File: config.mk
export PLATFORM = sky130hd
export DESIGN_NAME = oscillator_divider_rfreq_calc_top_flat
export DESIGN_NICKNAME = d
export VERILOG_FILES = /design/src/hdl/odrc_pkg.sv /design/src/hdl/odrc_if.sv /design/src/hdl/odrc_sdiv.sv /design/src/hdl/oscillator_divider_rfreq_calc_top.sv /design/src/flat_wrapper.sv
export SDC_FILE = /design/constraint.sdc
export NUM_CORES = 2
export LEC_CHECK = 0
export ABC_CLOCK_PERIOD_IN_PS = 31600
export BUFFER_PORTS_ARGS = -buffer_cell sky130_fd_sc_hd__buf_4
export CELL_PAD_IN_SITES_DETAIL_PLACEMENT = 1
export CELL_PAD_IN_SITES_GLOBAL_PLACEMENT = 2
export CORE_ASPECT_RATIO = 1.2
export CORE_MARGIN = 8
export CORE_UTILIZATION = 35
export CTS_BUF_LIST = sky130_fd_sc_hd__clkbuf_8
export DETAILED_ROUTE_END_ITERATION = 8
export GPL_TIMING_DRIVEN = 0
export HOLD_SLACK_MARGIN = 0.05
export PLACE_DENSITY_LB_ADDON = 0.1
export SYNTH_ARGS = -nofsm -noshare
export SYNTH_HDL_FRONTEND = slang
export SYNTH_SLANG_ARGS = --single-unit
File: constraint.sdc
create_clock -name clk -period 31.6 [get_ports clk]
set_clock_uncertainty 0.2 [all_clocks]
set_input_delay 3.16 -clock clk [delete_from_list [all_inputs] [get_ports clk]]
set_output_delay 3.16 -clock clk [all_outputs]
set_load 0.005 [all_outputs]
File: src/hdl/odrc_pkg.sv
// ----------------------------------------------------------------------------
// odrc_pkg: shared types and constants of the divider / RFREQ calculator
// Holds the register indexes, the status codes, the sequencer states and the
// bus struct that the sequencer hands to the serial divider.
// ----------------------------------------------------------------------------
package odrc_pkg;

  localparam int FREQ_W  = 32;
  localparam int RFREQ_W = 38;
  localparam int CFG_W   = 32;
  localparam int PROD_W  = 43;   // total divider (11) times frequency (32)
  localparam int DIVQ_W  = 72;   // quotient bits, one per step
  localparam int DIV_STEPS = 72;
  localparam int DIV_IN_BITS = 40;
  localparam logic [10:0] DIV_START = 11'd1408;
  localparam logic [RFREQ_W-1:0] RFREQ_MAX = {RFREQ_W{1'b1}};

  typedef enum logic [2:0] {
    REG_CRYSTAL = 3'd0,
    REG_DCO_MIN = 3'd1,
    REG_DCO_MAX = 3'd2,
    REG_GRADE   = 3'd3,
    REG_PPM     = 3'd4
  } reg_idx_t;

  typedef enum logic [1:0] {
    ST_FAIL  = 2'd0,
    ST_SMALL = 2'd1,
    ST_LARGE = 2'd2
  } status_t;

  typedef enum logic [3:0] {
    S_IDLE, S_CHECK, S_N0, S_SEARCH, S_HSDIV, S_PROD, S_RFREQ, S_WAIT, S_OUT
  } state_t;

  typedef struct packed {
    logic              start;
    logic [PROD_W-1:0] prod;
    logic [31:0]       divisor;
  } div_req_t;

  typedef struct packed {
    logic              done;
    logic [DIVQ_W-1:0] quo;
  } div_rsp_t;

  function automatic logic [3:0] hs_at(input logic [2:0] i);
    case (i)
      3'd0:    hs_at = 4'd11;
      3'd1:    hs_at = 4'd9;
      3'd2:    hs_at = 4'd7;
      3'd3:    hs_at = 4'd6;
      3'd4:    hs_at = 4'd5;
      default: hs_at = 4'd4;
    endcase
  endfunction

  function automatic logic excluded(input logic [1:0] g, input logic [3:0] hs,
                                    input logic [7:0] n1);
    logic e;
    e = 1'b0;
    if (g != 2'd0) begin
      if (n1 == 8'd1 && (hs == 4'd4 || hs == 4'd5)) e = 1'b1;
      if (g != 2'd1) begin
        if (n1 == 8'd1 && (hs == 4'd6 || hs == 4'd7 || hs == 4'd11)) e = 1'b1;
        if (n1 == 8'd2 && (hs == 4'd4 || hs == 4'd5 || hs == 4'd6 || hs == 4'd7
                           || hs == 4'd9)) e = 1'b1;
        if (g == 2'd2 && n1 == 8'd4 && hs == 4'd4) e = 1'b1;
      end
    end
    excluded = e;
  endfunction

endpackage

File: src/hdl/odrc_if.sv
// ----------------------------------------------------------------------------
// odrc_in_if / odrc_out_if: valid/ready channels
// Input carries the target frequency, output carries the register words.
// ----------------------------------------------------------------------------
interface odrc_in_if;
  logic        valid;
  logic        ready;
  logic [31:0] target_freq;
  modport source (output valid, output target_freq, input ready);
  modport sink   (input valid, input target_freq, output ready);
endinterface

interface odrc_out_if;
  logic        valid;
  logic        ready;
  logic [1:0]  status;
  logic [2:0]  hs_div_code;
  logic [6:0]  n1_code;
  logic [37:0] rfreq;
  modport source (output valid, output status, output hs_div_code, output n1_code,
                  output rfreq, input ready);
  modport sink   (input valid, input status, input hs_div_code, input n1_code,
                  input rfreq, output ready);
endinterface

File: src/hdl/odrc_sdiv.sv
// ----------------------------------------------------------------------------
// odrc_sdiv: bit-serial restoring divider
// One quotient bit per cycle, 72 steps; dividend bits 39..0 enter serially.
// ----------------------------------------------------------------------------
module odrc_sdiv (
  input  logic                clk,
  input  logic                rst,
  input  odrc_pkg::div_req_t  req,
  output odrc_pkg::div_rsp_t  rsp
);
  logic [39:0] sh;
  logic [32:0] rem;
  logic [31:0] dvs;
  logic [odrc_pkg::DIVQ_W-1:0] quo;
  logic [6:0]  cnt;
  logic        busy;
  logic        done;
  logic [32:0] trial;
  logic [32:0] rem_sh;

  assign rem_sh = {rem[31:0], sh[39]};
  assign trial  = rem_sh - {1'b0, dvs};

  always_ff @(posedge clk) begin
    if (rst) begin
      busy <= 1'b0;
      done <= 1'b0;
      cnt <= '0;
    end else begin
      done <= 1'b0;
      if (req.start) begin
        busy <= 1'b1;
        cnt  <= '0;
        sh   <= req.prod[39:0];
        dvs  <= req.divisor;
        rem  <= '0;
        quo  <= '0;
      end else if (busy) begin
        sh  <= {sh[38:0], 1'b0};
        quo <= {quo[odrc_pkg::DIVQ_W-2:0], ~trial[32]};
        rem <= trial[32] ? rem_sh : trial;
        cnt <= cnt + 7'd1;
        if (cnt == 7'(odrc_pkg::DIV_STEPS - 1)) begin
          busy <= 1'b0;
          done <= 1'b1;
        end
      end
    end
  end
  assign rsp = '{done: done, quo: quo};
endmodule

File: src/hdl/oscillator_divider_rfreq_calc_top.sv
// ----------------------------------------------------------------------------
// oscillator_divider_rfreq_calc_top: divider search and RFREQ calculation
// Input transfer to result valid: a small change runs 11 shift-add product
// steps and the 72-step serial divide in odrc_sdiv; a large change adds a
// 16-step N0 divide and six divider trials. A zero divisor fails straight
// from the check, a DCO or crystal fail after the product steps.
// One item at a time, and an output stall holds off the next one. Sync
// reset restores register defaults and clears the stored centre, dividers and last RFREQ.
// ----------------------------------------------------------------------------
module oscillator_divider_rfreq_calc_top (
  input  logic              clk,
  input  logic              rst,
  input  logic              cfg_we,
  input  logic [2:0]        cfg_index,
  input  logic [31:0]       cfg_data,
  odrc_in_if.sink           in_ch,
  odrc_out_if.source        out_ch
);
  // configuration registers
  logic [31:0] crystal_freq;
  logic [12:0] dco_min_mhz, dco_max_mhz;
  logic [1:0]  chip_grade;
  logic [15:0] smooth_ppm;

  // stored state
  logic [31:0] center_freq;
  logic [10:0] total_divider;
  logic [7:0]  slow_divider;
  logic [3:0]  fast_divider;
  logic [37:0] last_rfreq;

  odrc_pkg::state_t state, state_next;
  logic [31:0] f;
  logic        near_hit;
  // serial N0 divide: dividend 16 bits, divisor q (14 bits)
  logic [15:0] n0;        // shift holding dividend then quotient
  logic [13:0] nrem;
  logic [4:0]  cnt;
  logic [2:0]  hs_i;
  logic [10:0] best;
  logic [3:0]  best_hs;
  logic [7:0]  best_n1;
  // N0/HS by repeated subtraction is too long; do restoring divide on n0 by hs
  logic [15:0] hq;
  logic [3:0]  hrem;
  logic [4:0]  hcnt;
  logic [42:0] prod;
  logic [5:0]  pcnt;
  logic [1:0]  ostat;
  logic [2:0]  ohs;
  logic [6:0]  on1;
  logic [37:0] orf;

  odrc_pkg::div_req_t dreq;
  odrc_pkg::div_rsp_t drsp;
  odrc_sdiv u_div (.clk(clk), .rst(rst), .req(dreq), .rsp(drsp));

  logic [13:0] q;
  assign q = f[31:18];

  // small-change compare, a shift-subtract on one side and a wide multiply on the other
  logic [31:0] d;
  logic [35:0] d15;
  logic [31:0] lim;
  logic        near_now;
  assign d   = (f >= center_freq) ? f - center_freq : center_freq - f;
  assign d15 = {d, 4'b0} - {4'b0, d};
  assign lim = {16'b0, center_freq[31:16]} * {16'b0, smooth_ppm};
  assign near_now = smooth_ppm != 16'd0 && {12'b0, d15} <= {16'b0, lim};

  // N0 step
  logic [14:0] ntrial;
  assign ntrial = {nrem, n0[15]} - {1'b0, q};
  // HS step
  logic [4:0]  htrial;
  logic [3:0]  hs_cur;
  assign hs_cur = odrc_pkg::hs_at(hs_i);
  assign htrial = {hrem, hq[15]} - {1'b0, hs_cur};

  logic [16:0] n1_raw;
  logic [7:0]  n1_even;
  logic [11:0] cand;
  assign n1_raw  = {1'b0, hq} + 17'd1;
  assign n1_even = (n1_raw[0] && n1_raw != 17'd1) ? n1_raw[7:0] + 8'd1 : n1_raw[7:0];
  assign cand    = 12'(hs_cur * n1_even);

  // RFREQ rounding and saturation
  logic [odrc_pkg::DIVQ_W-1:0] qq;
  logic [71:0] r;
  logic        dco_bad;
  assign qq = drsp.quo;
  assign r  = {1'b0, qq[71:1]} + {71'b0, qq[0]};
  logic [37:0] rsat;
  assign rsat = (qq[71:63] != 0 || r[71:38] != 0) ? odrc_pkg::RFREQ_MAX : r[37:0];
  logic [12:0] dmax8;
  assign dmax8 = 13'((14'(dco_max_mhz) + 14'd4) >> 3);
  assign dco_bad = (prod[42:24] > {6'b0, dmax8}) || crystal_freq == 32'd0;

  always_ff @(posedge clk) begin
    if (rst) begin
      crystal_freq <= 32'd1917396837;
      dco_min_mhz  <= 13'd4850;
      dco_max_mhz  <= 13'd5670;
      chip_grade   <= 2'd2;
      smooth_ppm   <= '0;
    end else if (cfg_we) begin
      case (cfg_index)
        odrc_pkg::REG_CRYSTAL: crystal_freq <= cfg_data;
        odrc_pkg::REG_DCO_MIN: dco_min_mhz  <= cfg_data[12:0];
        odrc_pkg::REG_DCO_MAX: dco_max_mhz  <= cfg_data[12:0];
        odrc_pkg::REG_GRADE:   chip_grade   <= cfg_data[1:0];
        odrc_pkg::REG_PPM:     smooth_ppm   <= cfg_data[15:0];
        default: ;
      endcase
    end
  end

  always_ff @(posedge clk) begin
    if (rst) state <= odrc_pkg::S_IDLE;
    else     state <= state_next;
  end

  always_comb begin
    state_next = state;
    dreq.start = 1'b0;
    dreq.prod = prod;
    dreq.divisor = crystal_freq;
    case (state)
      odrc_pkg::S_IDLE:   if (in_ch.valid) state_next = odrc_pkg::S_CHECK;
      odrc_pkg::S_CHECK: begin
        if (near_now) state_next = odrc_pkg::S_PROD;
        else if (q == 14'd0) state_next = odrc_pkg::S_OUT;
        else state_next = odrc_pkg::S_N0;
      end
      odrc_pkg::S_N0:     if (cnt == 5'd15) state_next = odrc_pkg::S_HSDIV;
      odrc_pkg::S_HSDIV:  if (hcnt == 5'd15) state_next = odrc_pkg::S_SEARCH;
      odrc_pkg::S_SEARCH: begin
        if (hs_i == 3'd5) state_next = odrc_pkg::S_PROD;
        else state_next = odrc_pkg::S_HSDIV;
      end
      odrc_pkg::S_PROD:   if (pcnt == 6'd10) state_next = odrc_pkg::S_RFREQ;
      odrc_pkg::S_RFREQ: begin
        if (dco_bad || (!near_hit && best_hs == 4'd0)) state_next = odrc_pkg::S_OUT;
        else begin
          dreq.start = 1'b1;
          state_next = odrc_pkg::S_WAIT;
        end
      end
      odrc_pkg::S_WAIT:   if (drsp.done) state_next = odrc_pkg::S_OUT;
      odrc_pkg::S_OUT:    if (out_ch.ready) state_next = odrc_pkg::S_IDLE;
      default: state_next = odrc_pkg::S_IDLE;
    endcase
  end

  assign in_ch.ready = (state == odrc_pkg::S_IDLE);
  assign out_ch.valid = (state == odrc_pkg::S_OUT);
  assign out_ch.status = ostat;
  assign out_ch.hs_div_code = ohs;
  assign out_ch.n1_code = on1;
  assign out_ch.rfreq = orf;

  // total divider used by the product: stored one on small path, best otherwise
  logic [10:0] tdiv;
  assign tdiv = near_hit ? total_divider : best;

  always_ff @(posedge clk) begin
    if (rst) begin
      center_freq <= '0; total_divider <= '0; slow_divider <= '0;
      fast_divider <= '0; last_rfreq <= '0;
    end else begin
      case (state)
        odrc_pkg::S_IDLE: if (in_ch.valid) begin
          f <= in_ch.target_freq;
          cnt <= '0; hcnt <= '0; hs_i <= '0; pcnt <= '0;
          best <= odrc_pkg::DIV_START; best_hs <= '0; best_n1 <= '0;
          ostat <= odrc_pkg::ST_FAIL; ohs <= '0; on1 <= '0; orf <= '0;
        end
        odrc_pkg::S_CHECK: begin
          near_hit <= near_now;
          n0 <= {dco_min_mhz, 3'b0};
          nrem <= '0;
          prod <= '0;
          if (near_now) begin
            ostat <= odrc_pkg::ST_SMALL;
            ohs <= 3'(fast_divider - 4'd4);
            on1 <= 7'(slow_divider - 8'd1);
            orf <= last_rfreq;
          end
        end
        odrc_pkg::S_N0: begin
          nrem <= ntrial[14] ? {nrem[12:0], n0[15]} : ntrial[13:0];
          n0 <= {n0[14:0], ~ntrial[14]};
          cnt <= cnt + 5'd1;
          if (cnt == 5'd15) begin hq <= {n0[14:0], ~ntrial[14]}; hrem <= '0; end
        end
        odrc_pkg::S_HSDIV: begin
          hrem <= htrial[4] ? {hrem[2:0], hq[15]} : htrial[3:0];
          hq <= {hq[14:0], ~htrial[4]};
          hcnt <= hcnt + 5'd1;
        end
        odrc_pkg::S_SEARCH: begin
          if (n1_raw <= 17'd128 && !odrc_pkg::excluded(chip_grade, hs_cur, n1_even)
              && {1'b0, best} > cand) begin
            best <= cand[10:0]; best_hs <= hs_cur; best_n1 <= n1_even;
          end
          hs_i <= hs_i + 3'd1; hcnt <= '0; hq <= n0; hrem <= '0;
        end
        odrc_pkg::S_PROD: begin
          // shift-add, one divider bit a cycle, MSB first
          prod <= {prod[41:0], 1'b0} + (tdiv[4'(10 - pcnt[3:0])] ? {11'b0, f} : '0);
          pcnt <= pcnt + 6'd1;
        end
        odrc_pkg::S_RFREQ: if (!near_hit && best_hs != 4'd0) begin
          total_divider <= best; slow_divider <= best_n1; fast_divider <= best_hs;
        end
        odrc_pkg::S_WAIT: if (drsp.done) begin
          last_rfreq <= rsat;
          orf <= rsat;
          if (!near_hit) begin
            center_freq <= f;
            ostat <= odrc_pkg::ST_LARGE;
            ohs <= 3'(best_hs - 4'd4);
            on1 <= 7'(best_n1 - 8'd1);
          end
        end
        default: ;
      endcase
    end
  end

  a_one_side: assert property (@(posedge clk) disable iff (rst)
    !(in_ch.ready && out_ch.valid)) else $error("input and output both open");
  a_start_out: assert property (@(posedge clk) disable iff (rst)
    drsp.done |=> out_ch.valid) else $error("divider result not presented");
  a_stat: assert property (@(posedge clk) disable iff (rst)
    out_ch.valid |-> out_ch.status != 2'd3) else $error("bad status");
endmodule
File: src/flat_wrapper.sv
// flat-port wrapper written by rule: the top's interface ports become plain ports
module oscillator_divider_rfreq_calc_top_flat 
  (clk, rst, cfg_we, cfg_index, cfg_data, in_ch_valid, in_ch_target_freq, in_ch_ready, out_ch_valid, out_ch_status, out_ch_hs_div_code, out_ch_n1_code, out_ch_rfreq, out_ch_ready);
  odrc_in_if in_ch_i ();
  odrc_out_if out_ch_i ();
  input  logic clk;
  input  logic rst;
  input  logic cfg_we;
  input  logic [2:0] cfg_index;
  input  logic [31:0] cfg_data;
  input wire logic [$bits(in_ch_i.valid)-1:0] in_ch_valid;
  input wire logic [$bits(in_ch_i.target_freq)-1:0] in_ch_target_freq;
  output wire logic [$bits(in_ch_i.ready)-1:0] in_ch_ready;
  output wire logic [$bits(out_ch_i.valid)-1:0] out_ch_valid;
  output wire logic [$bits(out_ch_i.status)-1:0] out_ch_status;
  output wire logic [$bits(out_ch_i.hs_div_code)-1:0] out_ch_hs_div_code;
  output wire logic [$bits(out_ch_i.n1_code)-1:0] out_ch_n1_code;
  output wire logic [$bits(out_ch_i.rfreq)-1:0] out_ch_rfreq;
  input wire logic [$bits(out_ch_i.ready)-1:0] out_ch_ready;
  assign in_ch_i.valid = in_ch_valid;
  assign in_ch_i.target_freq = in_ch_target_freq;
  assign in_ch_ready = in_ch_i.ready;
  assign out_ch_valid = out_ch_i.valid;
  assign out_ch_status = out_ch_i.status;
  assign out_ch_hs_div_code = out_ch_i.hs_div_code;
  assign out_ch_n1_code = out_ch_i.n1_code;
  assign out_ch_rfreq = out_ch_i.rfreq;
  assign out_ch_i.ready = out_ch_ready;
  oscillator_divider_rfreq_calc_top u_core (.clk(clk), .rst(rst), .cfg_we(cfg_we), .cfg_index(cfg_index), .cfg_data(cfg_data), .in_ch(in_ch_i), .out_ch(out_ch_i));
endmodule
==> qor_table.md <==
| Item | Reported |
|---|---|
| Final Core Density | 39.6% |
| Violation count after the first detailed-route iteration | 1804 |
| Vert. Die Dim | 404 µm |
| Cells after Synth | 4838 |
| Fraction of layout cells with a size suffix above 1 | 7.59% |
| Area share of the largest cell type after synthesis | 26.9% |
| Clock slew seen by the registers of the worst setup and hold paths | 0.06 ns |
| CP dominant cell by count | sky130_fd_sc_hd__a21oi_1 |
| Cell variety after synth | 85 |
| Maximum clock path buffer count | 3 |
| Fraction of synthesis flops using an asynchronous set or reset pin | 0% |
| Pin count of the biggest net entering global routing | 29 |
| DRC violations left | 0 |
| Die X-Extent | 339 µm |
| Wire length of the first global-routing pass | 227 mm |
| Clock insertion delay at the later pin of the skew report | 0.78 ns |
| Half-perimeter wire length after placement | 116 mm |
| Number of pins exceeding their max-slew limit in the final report | 0 |
| Max FO, Critical Path | 14 |
| Slowest cell on the critical path | sky130_fd_sc_hd__clkbuf_1 |
| All-layer global routing usage | 21.1% |
| Highest metal layer used by the detailed router | met4 |
| Most used flip-flop cell after synthesis | sky130_fd_sc_hd__edfxtp_1 |
| Worst Hold Endpoint | u_core.slow_divider[1] |
| Net count after synthesis | 5489 |
| Worst min-delay path startpoint | u_core.slow_divider[1] |
| DRT Pass-1 Iters | 5 |
| Area growth from synthesis to layout | 12.5% |
| CTS tree | yes |
| Number of nets in the layout | 5740 |
| Initial Utilization | 35.2% |
| Routed wire length on met2 | 69.3 mm |
| Count of clock tree sinks | 571 |
| Reg2Reg Capture Point | u_core.out_ch.rfreq[9] |
| Global placer's final weighted congestion | 0.853 |
| Peak supply drop | 0.0000319 V |
| Area enclosed by the die boundary | 0.137 mm² |
| Hold Path Stages | 2 |
| Most frequent standard cell in the layout excluding fill and tap cells | sky130_fd_sc_hd__nand2_1 |
| IO Pins | 124 |
| CORE AREA | 0.125 mm² |
| TritonCTS buffer count | 103 |
| Critical Path End Type | register |
| Count of cells resized by post-cts repair | 0 |
| Worst reg2reg path depth | 40 |
| Cell at the root of the clock tree | sky130_fd_sc_hd__clkbuf_8 |
| Total number of vias | 35600 |
| Fmax | 81.0 MHz |
| Port Buffer Count | 122 |
| Sum of negative setup slack | 0 ns |
| Sequential-to-total area share from yosys stat | 35.0% |
| Max-slew headroom | 19.2% |
| Hold Slack | 0.252 ns |
| Warnings from Yosys | 0 |
| Met3 routed wirelength | 5.13 mm |
| Remaining number of nets flagged by the antenna check after routing | 0 |
| Crit-path max cell delay | 0.68 ns |
| Critical Path AT | 12.58 ns |
| Largest cells by area after synthesis | sky130_fd_sc_hd__edfxtp_1 27%, sky130_fd_sc_hd__ha_1 10%, sky130_fd_sc_hd__fa_1 9.7% |
| Per-instance average area after synthesis | 9.08 µm² |
| Ratio of final minimum period to clock period | 39.1% |
| Setup repair after global routing missed its margin | false |
| Number of max-cap violations | 0 |
| Setup violators final | 0 |
| Actual transition at the worst max-transition pin | 1.21 ns |
| Path class of the lowest-slack min-delay path | register to register |
| Critical path start-end classification | register to register |
| Congestion Overflow GR | 0 |
| Power consumption | 2650 µW |
| Routed length per instance | 21.4 µm |
| Hold Buf Count CTS | 0 |
| Vias in the first global route | 37700 |
| Data required time of the critical path | 31.84 ns |
| H-tree depth | 3 |
| Routed length on met1 | 66.8 mm |
| Hold Violations, Final | 0 |
| Leading area contributor after synthesis | sky130_fd_sc_hd__edfxtp_1 |
| Startpoint of the worst-slack reg-to-reg timing path | u_core.center_freq[19] |
| Count of buffers added by post-CTS timing repair for setup | 0 |
| Setup crit start kind | register |
| Synth Cell Area | 0.0439 mm² |
| Commonest cells after routing, fill and taps aside | 703 x sky130_fd_sc_hd__nand2_1, 495 x sky130_fd_sc_hd__inv_1, 393 x sky130_fd_sc_hd__edfxtp_1 |
| Count of state elements after synthesis | 571 |
| Outcome | complete, no violations |
| Flop-to-flop setup slack | 19.26 ns |
| DRT Wirelength | 146 mm |
| Static Leakage | 0.0205 µW |
| Antenna violations before repair | 6 |
| Number of core rows | 142 |
| P per Cell Area | 53.7 mW/mm² |
| Clock period minus final worst setup slack | 12.34 ns |
| Via/cell ratio | 5.20 |
| EDFF count, synth | 393 |
==> synth_stat cells, types with 20 or more instances <==
cell	count
sky130_fd_sc_hd__nor2b_1	40
sky130_fd_sc_hd__mux2_2	39
sky130_fd_sc_hd__dfxtp_1	178
sky130_fd_sc_hd__xor2_1	113
sky130_fd_sc_hd__a31oi_1	22
sky130_fd_sc_hd__nor4_1	34
sky130_fd_sc_hd__nand3_1	126
sky130_fd_sc_hd__edfxtp_1	393
sky130_fd_sc_hd__a21oi_1	280
sky130_fd_sc_hd__o21bai_1	20
sky130_fd_sc_hd__xnor2_1	134
sky130_fd_sc_hd__a211oi_1	55
sky130_fd_sc_hd__o21ai_0	164
sky130_fd_sc_hd__o21a_1	42
sky130_fd_sc_hd__or3_1	29
sky130_fd_sc_hd__clkbuf_1	195
sky130_fd_sc_hd__and2_1	204
sky130_fd_sc_hd__inv_1	460
sky130_fd_sc_hd__and3_1	56
sky130_fd_sc_hd__nand2b_1	38
sky130_fd_sc_hd__fa_1	212
sky130_fd_sc_hd__o31ai_1	24
sky130_fd_sc_hd__ha_1	367
sky130_fd_sc_hd__mux2i_1	46
sky130_fd_sc_hd__nor2_1	375
sky130_fd_sc_hd__nor3_1	74
sky130_fd_sc_hd__nand4_1	56
sky130_fd_sc_hd__a21o_1	105
sky130_fd_sc_hd__nand2_1	703
==> flip-flops by register name, indices dropped and copies added (netlist names), 11 cells and up <==
| register | cells |
|---|---|
| u_core.smooth_ppm | 16 |
| u_core.out_ch.rfreq | 38 |
| u_core.u_div.quo | 72 |
| u_core.best | 11 |
| u_core.u_div.rem | 32 |
| u_core.total_divider | 11 |
| u_core.u_div.dvs | 32 |
| u_core.prod | 43 |
| u_core.hq | 16 |
| u_core.dco_min_mhz | 13 |
| u_core.n0 | 16 |
| u_core.nrem | 14 |
| u_core.center_freq | 32 |
| u_core.crystal_freq | 32 |
| u_core.u_div.sh | 40 |
| u_core.last_rfreq | 38 |
| u_core.f | 32 |
| u_core.dco_max_mhz | 11 |
==> layout make-up <==
type / instances / area, µm²
antenna: 5 / 12.5
buffer: 219 / 857
clock buffer: 109 / 1500
clock inverter: 82 / 571
fill: 14700 / 75300
inverter: 461 / 1730
multi-input combinational: 3587 / 26100
sequential: 571 / 15400
tap: 1656 / 2070
timing repair buffer: 146 / 1250
==> how the worst max path moves through the flow <==
stage | slack, ns | endpoint | start
floorplan | 20.33 | u_core.out_ch.rfreq[0] | u_core.smooth_ppm[9]
global placement | 15.61 | u_core.out_ch.rfreq[33] | u_core.center_freq[19]
detailed placement | 19.39 | u_core.out_ch.rfreq[10] | u_core.center_freq[23]
CTS | 19.34 | u_core.out_ch.rfreq[9] | u_core.center_freq[23]
global route | 18.60 | u_core.out_ch.rfreq[11] | u_core.center_freq[23]
finish | 19.26 | u_core.out_ch.rfreq[9] | u_core.center_freq[19]
==> critical path, delay by kind of cell (launching register included) <==
family	cells	cell delay [ns]
AO/OA/AOI/OAI	17	4.76
buffers and inverters	8	2.90
AND/OR/NAND/NOR	9	1.77
adder cells (fa/ha/maj)	3	0.94
flip-flops	1	0.67
XOR/XNOR	2	0.44
multiplexers	1	0.29
==> power by group <==
group	switching (µW)	internal [µW]	total [µW]
combinational	616	403	1020
sequential	40.7	872	913
clock	342	379	722
total	999	1650	2650
==> through the flow <==
stage	instance area, µm²	worst slack (ns)	instances
5_1_grt	49400	18.60	6832
2_1_floorplan	43900	20.33	4838
6_report	49400	19.26	6836
4_1_cts	49400	19.34	6831
3_3_place_gp	46900	15.61	6616
3_5_place_dp	47300	19.39	6640
==> per-layer routing <==
metal  GRT usage, %  up-vias
li1               -    17100
met1           27.7    17700
met2           35.8      564
met3           2.70      240
met4           7.51        0
met5              0        -
==> kinds of logic after synthesis <==
kind of cell	after synthesis	synth area share [%]
AOI/OAI and AO/OA	868	12.6
xor gates and xnor gates	247	4.92
adders and majority gates	580	20.1
buffers and inverters	680	5.89
DFF	571	35.0
muxes	92	2.36
and+or+nand+nor	1800	19.1
Power figures use the tool's default switching activity.
